--- src/sv/cpu_pkg.sv ---
// shared types, format codes and divider step for the cursor pixel unpremultiply block
`default_nettype none

package cpu_pkg;

    // source layout codes of the format register
    typedef enum logic [2:0] {
        FMT_ARGB = 3'd0,
        FMT_XRGB = 3'd1,
        FMT_RGBA = 3'd2,
        FMT_RGBX = 3'd3,
        FMT_ABGR = 3'd4,
        FMT_XBGR = 3'd5
    } cpu_fmt_t;

    localparam int unsigned BYTE_W         = 8;
    localparam logic [7:0]  ALPHA_OPAQUE   = 8'hff;
    localparam logic [7:0]  COLOR_SAT      = 8'hff;
    localparam int unsigned QUO_BITS       = 8;
    localparam int unsigned BITS_PER_STAGE = 2;
    localparam int unsigned DIV_STAGES     = QUO_BITS / BITS_PER_STAGE;
    localparam int unsigned NUM_LANES      = 3;
    localparam int unsigned LANE_RED       = 0;
    localparam int unsigned LANE_GREEN     = 1;
    localparam int unsigned LANE_BLUE      = 2;

    // classified item handed from front to back
    typedef struct packed {
        logic [7:0] red;
        logic [7:0] green;
        logic [7:0] blue;
        logic [7:0] alpha;
        logic       premul;
        logic       last;
    } cpu_item_t;

    // one colour lane inside the divider pipeline
    typedef struct packed {
        logic [7:0] color;
        logic [7:0] rem;
        logic [7:0] low;
        logic [7:0] quo;
        logic       sat;
    } cpu_lane_t;

    typedef struct packed {
        cpu_lane_t [NUM_LANES-1:0] lane;
        logic [7:0]                alpha;
        logic                      premul;
        logic                      zero;
        logic                      last;
    } cpu_work_t;

    // one restoring division step: brings in the next dividend bit
    function automatic cpu_lane_t div_step(input cpu_lane_t l, input logic [7:0] a);
        cpu_lane_t  r;
        logic [8:0] t;
        logic [8:0] d;
        r = l;
        t = {l.rem, l.low[7]};
        d = t - {1'b0, a};
        r.low = {l.low[6:0], 1'b0};
        if (t >= {1'b0, a})
        begin
            r.rem = d[7:0];
            r.quo = {l.quo[6:0], 1'b1};
        end
        else
        begin
            r.rem = t[7:0];
            r.quo = {l.quo[6:0], 1'b0};
        end
        return r;
    endfunction

    // lane setup: dividend c*255 split into high remainder and low bits
    function automatic cpu_lane_t lane_setup(input logic [7:0] c, input logic [7:0] a);
        cpu_lane_t   r;
        logic [15:0] n;
        n = {c, 8'd0} - {8'd0, c};
        r.color = c;
        r.rem   = n[15:8];
        r.low   = n[7:0];
        r.quo   = '0;
        r.sat   = (c >= a);
        return r;
    endfunction

    function automatic logic [7:0] lane_result(input cpu_lane_t l, input logic premul,
                                               input logic zero);
        logic [7:0] r;
        if (!premul)
            r = l.color;
        else if (zero)
            r = '0;
        else if (l.sat)
            r = COLOR_SAT;
        else
            r = l.quo;
        return r;
    endfunction

endpackage

`default_nettype wire

--- src/sv/cursor_pixel_unpremultiply.sv ---
// top level of the cursor pixel swizzle and alpha unpremultiply block
// path: queue, setup stage, divider stages, result register; held results stall the pipe
// throughput: one item per cycle when not stalled; each of four divider stages resolves
// two quotient bits per colour lane, so the three lanes never loop back on themselves
// the queue holds QUEUE_DEPTH items, so push continues while a result waits, until full
// reset: rst_n async low clears queue, pipe valids and result flag; format resets to ARGB
`default_nettype none

module cursor_pixel_unpremultiply #(
    parameter int unsigned QUEUE_DEPTH = 4
) (
    input  wire logic       clk,
    input  wire logic       rst_n,
    // format register write channel
    input  wire logic       cfg_valid,
    output logic            cfg_ready,
    input  wire logic [2:0] cfg_data,
    // input item side
    input  wire logic       push,
    output logic            full,
    input  wire logic [7:0] byte_0,
    input  wire logic [7:0] byte_1,
    input  wire logic [7:0] byte_2,
    input  wire logic [7:0] byte_3,
    input  wire logic       last_pixel,
    // result item side
    output logic            empty,
    input  wire logic       pop,
    output logic [7:0]      red,
    output logic [7:0]      green,
    output logic [7:0]      blue,
    output logic [7:0]      alpha,
    output logic            last_out
);
    import cpu_pkg::*;

    cpu_item_t wr_item;
    cpu_item_t rd_item;
    logic      q_wr;
    logic      q_rd;
    logic      q_empty;

    // front swizzles bytes into r/g/b/a and flags items that need unpremultiply
    cpu_front u_front (
        .clk        (clk),
        .rst_n      (rst_n),
        .cfg_valid  (cfg_valid),
        .cfg_ready  (cfg_ready),
        .cfg_data   (cfg_data),
        .push       (push),
        .q_full     (full),
        .byte_0     (byte_0),
        .byte_1     (byte_1),
        .byte_2     (byte_2),
        .byte_3     (byte_3),
        .last_pixel (last_pixel),
        .q_wr       (q_wr),
        .q_item     (wr_item)
    );

    // decouples the front from divider stalls; full here is the block's full
    cpu_queue #(
        .DEPTH (QUEUE_DEPTH)
    ) u_queue (
        .clk     (clk),
        .rst_n   (rst_n),
        .wr_en   (q_wr),
        .wr_item (wr_item),
        .full    (full),
        .rd_en   (q_rd),
        .rd_item (rd_item),
        .empty   (q_empty)
    );

    // back runs the divider lanes, saturates, and holds the oldest result
    cpu_back u_back (
        .clk      (clk),
        .rst_n    (rst_n),
        .q_empty  (q_empty),
        .q_item   (rd_item),
        .q_rd     (q_rd),
        .empty    (empty),
        .pop      (pop),
        .red      (red),
        .green    (green),
        .blue     (blue),
        .alpha    (alpha),
        .last_out (last_out)
    );

endmodule

`default_nettype wire

--- src/sv/cpu_front.sv ---
// front: format register, byte swizzle and alpha classification
`default_nettype none

module cpu_front (
    input  wire logic              clk,
    input  wire logic              rst_n,
    input  wire logic              cfg_valid,
    output logic                   cfg_ready,
    input  wire logic [2:0]        cfg_data,
    input  wire logic              push,
    input  wire logic              q_full,
    input  wire logic [7:0]        byte_0,
    input  wire logic [7:0]        byte_1,
    input  wire logic [7:0]        byte_2,
    input  wire logic [7:0]        byte_3,
    input  wire logic              last_pixel,
    output logic                   q_wr,
    output cpu_pkg::cpu_item_t     q_item
);
    import cpu_pkg::*;

    logic [2:0] fmt_reg;
    logic [2:0] fmt_next;

    assign cfg_ready = 1'b1;
    assign fmt_next  = (cfg_valid && cfg_ready) ? cfg_data : fmt_reg;

    always_ff @(posedge clk or negedge rst_n)
    begin
        if (!rst_n)
            fmt_reg <= FMT_ARGB;
        else
            fmt_reg <= fmt_next;
    end

    assign q_wr = push && !q_full;

    always_comb
    begin
        q_item        = '0;
        q_item.last   = last_pixel;
        case (fmt_reg)
            FMT_ARGB:
            begin
                q_item.blue = byte_0; q_item.green = byte_1;
                q_item.red = byte_2; q_item.alpha = byte_3;
                q_item.premul = 1'b1;
            end
            FMT_XRGB:
            begin
                q_item.blue = byte_0; q_item.green = byte_1;
                q_item.red = byte_2; q_item.alpha = ALPHA_OPAQUE;
            end
            FMT_RGBA:
            begin
                q_item.alpha = byte_0; q_item.blue = byte_1;
                q_item.green = byte_2; q_item.red = byte_3;
                q_item.premul = 1'b1;
            end
            FMT_RGBX:
            begin
                q_item.blue = byte_1; q_item.green = byte_2;
                q_item.red = byte_3; q_item.alpha = ALPHA_OPAQUE;
            end
            FMT_ABGR:
            begin
                q_item.red = byte_0; q_item.green = byte_1;
                q_item.blue = byte_2; q_item.alpha = byte_3;
                q_item.premul = 1'b1;
            end
            FMT_XBGR:
            begin
                q_item.red = byte_0; q_item.green = byte_1;
                q_item.blue = byte_2; q_item.alpha = ALPHA_OPAQUE;
            end
            default:
            begin
                // unused codes give all-zero colour and alpha
                q_item.premul = 1'b0;
            end
        endcase
    end

endmodule

`default_nettype wire

--- src/sv/cpu_queue.sv ---
// short queue between front and back
`default_nettype none

module cpu_queue #(
    parameter int unsigned DEPTH = 4
) (
    input  wire logic               clk,
    input  wire logic               rst_n,
    input  wire logic               wr_en,
    input  wire cpu_pkg::cpu_item_t wr_item,
    output logic                    full,
    input  wire logic               rd_en,
    output cpu_pkg::cpu_item_t      rd_item,
    output logic                    empty
);
    import cpu_pkg::*;

    localparam int unsigned PTR_W = (DEPTH > 1) ? $clog2(DEPTH) : 1;
    localparam int unsigned CNT_W = $clog2(DEPTH + 1);
    localparam logic [PTR_W-1:0] PTR_LAST = PTR_W'(DEPTH - 1);
    localparam logic [CNT_W-1:0] CNT_FULL = CNT_W'(DEPTH);

    cpu_item_t          mem_reg [DEPTH];
    logic [PTR_W-1:0]   wr_ptr_reg, wr_ptr_next;
    logic [PTR_W-1:0]   rd_ptr_reg, rd_ptr_next;
    logic [CNT_W-1:0]   cnt_reg, cnt_next;

    assign full    = (cnt_reg == CNT_FULL);
    assign empty   = (cnt_reg == '0);
    assign rd_item = mem_reg[rd_ptr_reg];

    always_comb
    begin
        wr_ptr_next = wr_ptr_reg;
        rd_ptr_next = rd_ptr_reg;
        cnt_next    = cnt_reg;
        if (wr_en)
            wr_ptr_next = (wr_ptr_reg == PTR_LAST) ? '0 : wr_ptr_reg + 1'b1;
        if (rd_en)
            rd_ptr_next = (rd_ptr_reg == PTR_LAST) ? '0 : rd_ptr_reg + 1'b1;
        if (wr_en && !rd_en)
            cnt_next = cnt_reg + 1'b1;
        else if (rd_en && !wr_en)
            cnt_next = cnt_reg - 1'b1;
    end

    always_ff @(posedge clk or negedge rst_n)
    begin
        if (!rst_n)
        begin
            wr_ptr_reg <= '0;
            rd_ptr_reg <= '0;
            cnt_reg    <= '0;
        end
        else
        begin
            wr_ptr_reg <= wr_ptr_next;
            rd_ptr_reg <= rd_ptr_next;
            cnt_reg    <= cnt_next;
        end
    end

    always_ff @(posedge clk)
    begin
        if (wr_en)
            mem_reg[wr_ptr_reg] <= wr_item;
    end

    a_no_overflow: assert property (@(posedge clk) disable iff (!rst_n) wr_en |-> !full)
        else $error("queue written while full");
    a_no_underflow: assert property (@(posedge clk) disable iff (!rst_n) rd_en |-> !empty)
        else $error("queue read while empty");
    a_count_up: assert property (@(posedge clk) disable iff (!rst_n)
        (wr_en && !rd_en) |=> (cnt_reg == $past(cnt_reg) + 1'b1))
        else $error("queue count lost an item");

endmodule

`default_nettype wire

--- src/sv/cpu_back.sv ---
// back: pipelined divider lanes for c*255/alpha and the result register
`default_nettype none

module cpu_back (
    input  wire logic               clk,
    input  wire logic               rst_n,
    input  wire logic               q_empty,
    input  wire cpu_pkg::cpu_item_t q_item,
    output logic                    q_rd,
    output logic                    empty,
    input  wire logic               pop,
    output logic [7:0]              red,
    output logic [7:0]              green,
    output logic [7:0]              blue,
    output logic [7:0]              alpha,
    output logic                    last_out
);
    import cpu_pkg::*;

    logic [DIV_STAGES:0] valid_reg;
    cpu_work_t           work_reg  [DIV_STAGES+1];
    cpu_work_t           work_next [DIV_STAGES+1];
    logic                out_valid_reg;
    logic [7:0]          red_reg, green_reg, blue_reg, alpha_reg;
    logic                last_reg;
    logic                adv;

    // whole pipe moves when the result register is free or being taken
    assign adv  = !out_valid_reg || pop;
    assign q_rd = adv && !q_empty;

    always_comb
    begin
        cpu_work_t w;
        w = '0;
        work_next[0]        = '0;
        work_next[0].alpha  = q_item.alpha;
        work_next[0].premul = q_item.premul;
        work_next[0].zero   = (q_item.alpha == '0);
        work_next[0].last   = q_item.last;
        work_next[0].lane[LANE_RED]   = lane_setup(q_item.red,   q_item.alpha);
        work_next[0].lane[LANE_GREEN] = lane_setup(q_item.green, q_item.alpha);
        work_next[0].lane[LANE_BLUE]  = lane_setup(q_item.blue,  q_item.alpha);
        for (int s = 1; s <= DIV_STAGES; s++)
        begin
            w = work_reg[s-1];
            for (int k = 0; k < BITS_PER_STAGE; k++)
            begin
                for (int l = 0; l < NUM_LANES; l++)
                    w.lane[l] = div_step(w.lane[l], w.alpha);
            end
            work_next[s] = w;
        end
    end

    always_ff @(posedge clk or negedge rst_n)
    begin
        if (!rst_n)
        begin
            valid_reg     <= '0;
            out_valid_reg <= 1'b0;
        end
        else if (adv)
        begin
            valid_reg     <= {valid_reg[DIV_STAGES-1:0], !q_empty};
            out_valid_reg <= valid_reg[DIV_STAGES];
        end
    end

    always_ff @(posedge clk)
    begin
        if (adv)
        begin
            for (int s = 0; s <= DIV_STAGES; s++)
                work_reg[s] <= work_next[s];
            red_reg   <= lane_result(work_reg[DIV_STAGES].lane[LANE_RED],
                                     work_reg[DIV_STAGES].premul, work_reg[DIV_STAGES].zero);
            green_reg <= lane_result(work_reg[DIV_STAGES].lane[LANE_GREEN],
                                     work_reg[DIV_STAGES].premul, work_reg[DIV_STAGES].zero);
            blue_reg  <= lane_result(work_reg[DIV_STAGES].lane[LANE_BLUE],
                                     work_reg[DIV_STAGES].premul, work_reg[DIV_STAGES].zero);
            alpha_reg <= work_reg[DIV_STAGES].alpha;
            last_reg  <= work_reg[DIV_STAGES].last;
        end
    end

    assign empty    = !out_valid_reg;
    assign red      = red_reg;
    assign green    = green_reg;
    assign blue     = blue_reg;
    assign alpha    = alpha_reg;
    assign last_out = last_reg;

    a_stall_holds_pipe: assert property (@(posedge clk) disable iff (!rst_n)
        (out_valid_reg && !pop) |=> $stable(valid_reg))
        else $error("divider pipe moved while result was held");
    a_tail_reaches_out: assert property (@(posedge clk) disable iff (!rst_n)
        (valid_reg[DIV_STAGES] && adv) |=> out_valid_reg)
        else $error("item dropped at result register");
    a_take_only_when_free: assert property (@(posedge clk) disable iff (!rst_n)
        q_rd |-> (!out_valid_reg || pop))
        else $error("queue read while pipe stalled");

endmodule

`default_nettype wire
--- config.mk ---
export PLATFORM = sky130hd
export DESIGN_NAME = cursor_pixel_unpremultiply
export DESIGN_NICKNAME = d
export VERILOG_FILES = /design/src/sv/cpu_pkg.sv /design/src/sv/cursor_pixel_unpremultiply.sv /design/src/sv/cpu_front.sv /design/src/sv/cpu_queue.sv /design/src/sv/cpu_back.sv
export SDC_FILE = /design/constraint.sdc
export NUM_CORES = 1
export LEC_CHECK = 0
export ABC_AREA = 1
export BUFFER_PORTS_ARGS = -buffer_cell sky130_fd_sc_hd__buf_2
export CORE_ASPECT_RATIO = 1.5
export CORE_MARGIN = 4
export CORE_UTILIZATION = 35
export CTS_BUF_LIST = sky130_fd_sc_hd__clkbuf_4 sky130_fd_sc_hd__clkbuf_8
export CTS_CLUSTER_SIZE = 40
export DETAILED_ROUTE_END_ITERATION = 16
export PLACE_DENSITY_LB_ADDON = 0.08
export RECOVER_POWER = 25
export SLEW_MARGIN = 20
export SYNTH_ARGS = -nofsm -noshare
export SYNTH_HDL_FRONTEND = slang
export SYNTH_SLANG_ARGS = --single-unit
export TNS_END_PERCENT = 5
--- constraint.sdc ---
create_clock -name clk -period 14.2 [get_ports clk]
set_input_delay 0.71 -clock clk [delete_from_list [all_inputs] [get_ports clk]]
set_output_delay 0.71 -clock clk [all_outputs]
set_load 0.1 [all_outputs]
# Word level (Yosys, flattened, before mapping)

Memory sizes are Yosys's and may differ from the RTL's.
Cells that the tools add are included.

Equal/unequal tests: 8
Add/subtract/negate cells: 31
Magnitude comparators: 27
Reductions and logical operators: 15
Multiplexer cells: 67

Operators with widths:

| cell                  | count |
|---|---|
| $mux W8               | 33 |
| $ge A9 B8 Y1          | 24 |
| $pmux W32 S6          | 1 |
| $sub A8 B8 Y8         | 24 |
| $sub A16 B8 Y16       | 3 |
| $mux W1               | 29 |
| $ge A8 B8 Y1          | 3 |
| $eq A3 B3 Y1 const B  | 3 |
| $logic_not A8 Y1      | 1 |
| $eq A3 B2 Y1 const B  | 2 |
| $logic_not A3 Y1      | 2 |
| $mux W3               | 2 |
| $logic_not A1 Y1      | 5 |
| $add A2 B1 Y2 const B | 2 |
| $eq A2 B2 Y1 const B  | 2 |
| $logic_and A1 B1 Y1   | 4 |
| $mux W2               | 2 |
| $add A3 B1 Y3 const B | 1 |
| $eq A3 B1 Y1 const B  | 1 |
| $reduce_or A3 Y1      | 1 |
| $sub A3 B1 Y3 const B | 1 |
| $reduce_bool A2 Y1    | 1 |
| $logic_or A1 B1 Y1    | 1 |

Bits in writable memories: 686
Logic and storage cells: 161
Bits of input ports: 41
Memories: 2
Output and inout port bits: 36
Bits in registers: 49

Memory list:

| name            | words | width | rd ports | clocked after memory_dff | wr ports | line            | text |
|---|---|---|---|---|---|---|---|
| u_back.work_reg | 5     | 110   | 5        | 0                        | 5        | cpu_back.sv:21  | `cpu_work_t work_reg [DIV_STAGES+1];` |
| u_queue.mem_reg | 4     | 34    | 1        | 0                        | 1        | cpu_queue.sv:23 | `cpu_item_t mem_reg [DEPTH];` |

# Logic depth before layout (Yosys ltp)

Depth after elaboration: 7
Depth in mapped cells: 22
Gate-level depth less buffers: 22

# Hierarchy

Synthesis repeated with hierarchy kept, for this count alone.

Cells, all modules: 3197
Area total of the unflattened synthesis: 32084.5 µm²

By module, submodules not included:

| module    | sequential area each (µm²) | times used | area an instance (µm²) | cells an instance |
|---|---|---|---|---|
| cpu_back  | 12972.4                    | 1          | 25491.9                | 2610 |
| cpu_queue | 4259.1                     | 1          | 5879.4                 | 449 |
| cpu_front | 75.1                       | 1          | 713.2                  | 138 |

# Worst setup path before layout

OpenSTA, ideal clock, no wires.

Path kind: register -> register
Start: register u_back.out_valid_reg
End: register u_queue.cnt_reg[2]
Setup slack: 1.019 ns
Path buffers: 0
Cell stages (with the launch flop): 11
Data arrival time: 13.051 ns
Data required time: 14.069 ns
Setup time: 0.131 ns
Clock period less this slack: 13.181 ns
Cell sequence: dfrtp_1 > inv_1 > nor2_1 > clkinv_1 > o31ai_1 > ha_1 > inv_1 > fa_1 > a21oi_1 > o21ai_0 > xor2_1

Cells in the longest elaborated chain, start to end: 6
Elaborated cells between the ends (all ways): 8
Classes of those cells: 1 x mux; 7 x reduce/logical

RTL lines:

| what                                          | line                             | text |
|---|---|---|
| start: declaration                            | cpu_back.sv:23                   | `logic out_valid_reg;` |
| start signal: assignment                      | cpu_back.sv:66                   | `out_valid_reg <= valid_reg[DIV_STAGES];` |
| $logic_not A1 Y1 (*)                          | --                               |  |
| via empty                                     | cursor_pixel_unpremultiply.sv:27 | `output logic empty,` |
| $logic_or A1 B1 Y1 (*)                        | cpu_back.sv:29                   | `assign adv = !out_valid_reg \|\| pop;` |
| via u_back.adv                                | cpu_back.sv:26                   | `logic adv;` |
| $logic_and A1 B1 Y1 (*)                       | cpu_back.sv:30                   | `assign q_rd = adv && !q_empty;` |
| $logic_not A1 Y1                              | cpu_queue.sv:41                  | `if (wr_en && !rd_en)` |
| $logic_and A1 B1 Y1                           | cpu_queue.sv:41                  |  |
| $mux W3 or $reduce_bool A2 Y1 (tied branches) | --                               |  |
| end signal: assignment                        | cpu_queue.sv:59                  | `cnt_reg <= cnt_next;` |
| end: declaration                              | cpu_queue.sv:26                  | `logic [CNT_W-1:0] cnt_reg, cnt_next;` |

Mark *: on every way through the listed nets, which the timed path passes. The rest lies on a longest branch.
A chain may end at the register's enable or synchronous reset.

# Worst setup path after layout

Start: register u_back.out_valid_reg
End: register u_queue.cnt_reg[2]

Cells in the longest elaborated chain, start to end: 6
Elaborated cells between the ends (all ways): 8
Classes of those cells: 1 x mux; 7 x reduce/logical

RTL lines:

| what                                          | line |
|---|---|
| $logic_not A1 Y1 (*)                          | cpu_back.sv:29 |
| $logic_or A1 B1 Y1 (*)                        | cpu_back.sv:29 |
| via u_back.adv                                | cpu_back.sv:26 |
| $logic_and A1 B1 Y1 (*)                       | cpu_back.sv:30 |
| $logic_not A1 Y1                              | cpu_queue.sv:41 |
| $logic_and A1 B1 Y1                           | cpu_queue.sv:41 |
| $mux W3 or $reduce_bool A2 Y1 (tied branches) | -- |

Marks and branches as above.

==> results by group <==
Outcome
  – Status: finished, violations left
  – Violated checks: max-capacitance violations, max-slew violations

STA
  – Fmax: 130.9 MHz
  – Number of setup violations in the final report: 0
  – RSZ-0062 raised after global routing: no
  – Max-slew violations: 167
  – Fin. Hold Viols: 0
  – Final Critical Period: 7.641 ns
  – Actual slew at the worst max-slew pin: 5.189 ns
  – Clock Skew: 0.05988 ns
  – Post-Route Setup TNS: 0 ns
  – Final period util: 53.81%
  – Relative slew slack: -245.9%

Clocking
  – H-tree lvl count: 3
  – Skew-Pair Late Insertion Delay: 0.78 ns
  – CTS tree: done
  – Inserted Clock Buffers: 96
  – Root Driver: clkbuf_8
  – Clock transition at path regs: 0.07 ns
  – Clock buffer depth: 3
  – Cts repair resizes: 0
  – Num Clock Sinks: 579

Yosys
  – Unique cell type count in the Yosys netlist: 55
  – Main synth FF type: edfxtp_1
  – Simple-Gate Fraction of Synth Area: 20.55%
  – Synth Instances: 3,175
  – Async S/R FF share, synth: 2.763%
  – Synth Area in Adders: 10.24%
  – #FFs+latches synth: 579
  – Synth Net Count: 3,463
  – XOR/XNOR Fraction of Synth Area: 3.081%
  – Register area share after synthesis: 54.42%
  – Post-synth top area cell: edfxtp_1
  – EDFF count, synth: 563
  – Avg Inst Size Synth: 10.02 um^2
  – Mux cell area share after synthesis: 0.03541%
  – Largest family of logic cells by synthesized area: simple AND/OR/NAND/NOR gates
  – Synth area leaders: edfxtp_1 (53%), nand2_1 (10%), ha_1 (8.9%)
  – Post-Syn Area: 31,800 um^2
  – Ys Warns: 0
  – Top cell type's share of synthesized area: 53.16%
  – Synth Area in Compound Gates: 5.945%

Global routing
  – First-pass GRT wire length: 131,700 um
  – Remaining global-route overflow: 0
  – Vias in the first global route: 22,810
  – Total track usage: 18.12%
  – Largest net degree at the start of global routing: 169
  – Initial antenna violation count: 3

Layout
  – Largest register FFs: 394
  – Commonest non-fill, non-tap cells in the layout: nand2_1 (870), edfxtp_1 (563), inv_1 (383)
  – Share of post-route cells with drive strength above 1: 11.03%
  – Nets: 3,608
  – Commonest non-fill, non-tap cell in the layout: nand2_1
  – Synthesis-to-finish area growth: 12.14%

Place
  – Final RePlAce weighted congestion: 0.9145
  – I/O Buffers: 75
  – DP Wirelength: 66,330 um

Critical path
  – Internal reg-to-reg setup slack: 6.56 ns
  – Reg-to-Reg Start: u_back.out_valid_reg
  – Worst path arrival time: 8.24 ns
  – CP Launch Type: register
  – Reg-to-Reg End: u_queue.cnt_reg[2]
  – Crit-path max FO: 115
  – Cell count of the worst reg-to-reg path: 10
  – Worst Setup End Kind: register
  – Crit Path Category: register to register
  – Worst path required time: 14.80 ns

Detailed routing
  – # DRC: 0
  – WL final: 86,720 um
  – Per-cell routed wire length: 18.99 um
  – Post-DRT Antenna Nets: 0
  – Pre-antenna DRT Iters: 5
  – Via count: 22,220
  – Routed vias/inst: 4.866
  – Number of DRC markers in iteration 0: 1,111

Min path
  – Hold Path End: u_front.fmt_reg[2]
  – Hold Startpoint: cfg_data[2]
  – WHS Path Cells: 3
  – Hold Crit Class: primary input to register

Floorplanning
  – Total die area: 95,840 um^2
  – # rows: 135
  – Die H: 377.2 um
  – IO Pins: 77
  – Initial Utilization: 35.26%
  – Core area: 90,200 um^2
  – DIE WIDTH: 254.1 um

Job
  – Number of max-cap violations: 3
[metrics by stage]
stage          cells  worst slack [ns]  util (%)  hold slack [ns]  cell area, um^2
6_report        4566             6.559     39.54           0.1778            35660
5_1_grt         4566             5.517     39.54           0.1291            35660
4_1_cts         4565             9.591     39.56          0.02174            35680
3_5_place_dp    4385             9.604     37.13           0.4045            33490
3_3_place_gp    4385             9.717     37.13           0.4010            33490
2_1_floorplan   3175             1.019         -           0.4003            31800
[metal layers]
layer / up-vias / track usage [%] / part of all wire [%]
met5: - / 0 / 0
met2: 397 / 34.80 / 54
met4: 0 / 11.50 / 6.6
met3: 192 / 2.462 / 2.9
met1: 10490 / 18.06 / 36
li1: 11140 / - / -
[worst max-delay path, cell delays in order (launching register included)]
cell	delay (ns)
dfrtp_1	0.33
inv_1	0.05
nor2_1	0.29
clkinvlp_2	3.81
o31ai_1	1.85
ha_1	0.30
inv_1	0.07
fa_1	0.37
a21oi_1	0.14
o21ai_0	0.10
xor2_1	0.15
[synth_stat cells (15+ instances only)]
cell / n
o211ai_1: 15
nor3_1: 21
o22ai_1: 30
xnor2_1: 32
a21oi_1: 142
ha_1: 225
nand3b_1: 16
nand2_2: 33
nand3_1: 218
fa_1: 22
xor2_1: 78
o21ai_0: 57
inv_1: 383
edfxtp_1: 563
dfrtp_1: 16
nand4_1: 54
nand2_1: 870
nor2_1: 185
nand3_2: 15
[worst max path at each step]
stage,end,start,cells after the start
5_1_grt,u_queue.cnt_reg[2],u_back.out_valid_reg,10
6_report,u_queue.cnt_reg[2],u_back.out_valid_reg,10
2_1_floorplan,u_queue.cnt_reg[2],u_back.out_valid_reg,10
3_3_place_gp,u_back.work_reg[0][288],u_back.work_reg[0][114],17
4_1_cts,u_back.work_reg[0][285],u_back.work_reg[0][114],17
3_5_place_dp,u_back.work_reg[0][285],u_back.work_reg[0][114],17
[layout make-up]
cell class,count,area [um^2]
antenna,1,2.502
clock buffer,109,1419
clock inverter,70,757.0
fill,8935,54540
inverter,402,1515
multi-input combinational,2150,12710
sequential,579,17310
tap,1164,1456
timing repair buffer,91,496.7
[kinds of logic after synthesis]
family	after synthesis
AO/OA/AOI/OAI	323
XOR/XNOR	111
adder cells (fa/ha/maj)	247
buffers and inverters	446
flip-flops	579
multiplexers	1
other	1
AND/OR/NAND/NOR	1467
[what timing repair did]
action / in CTS / in global routing
buffers inserted: 0 / 0
hold buffers: 1 / 0
endpoints found under the hold margin: 16 / 0
Power is left out: the tool's default activity adds up to more than one toggle a clock period on the data nets, which glitch-free logic cannot reach.
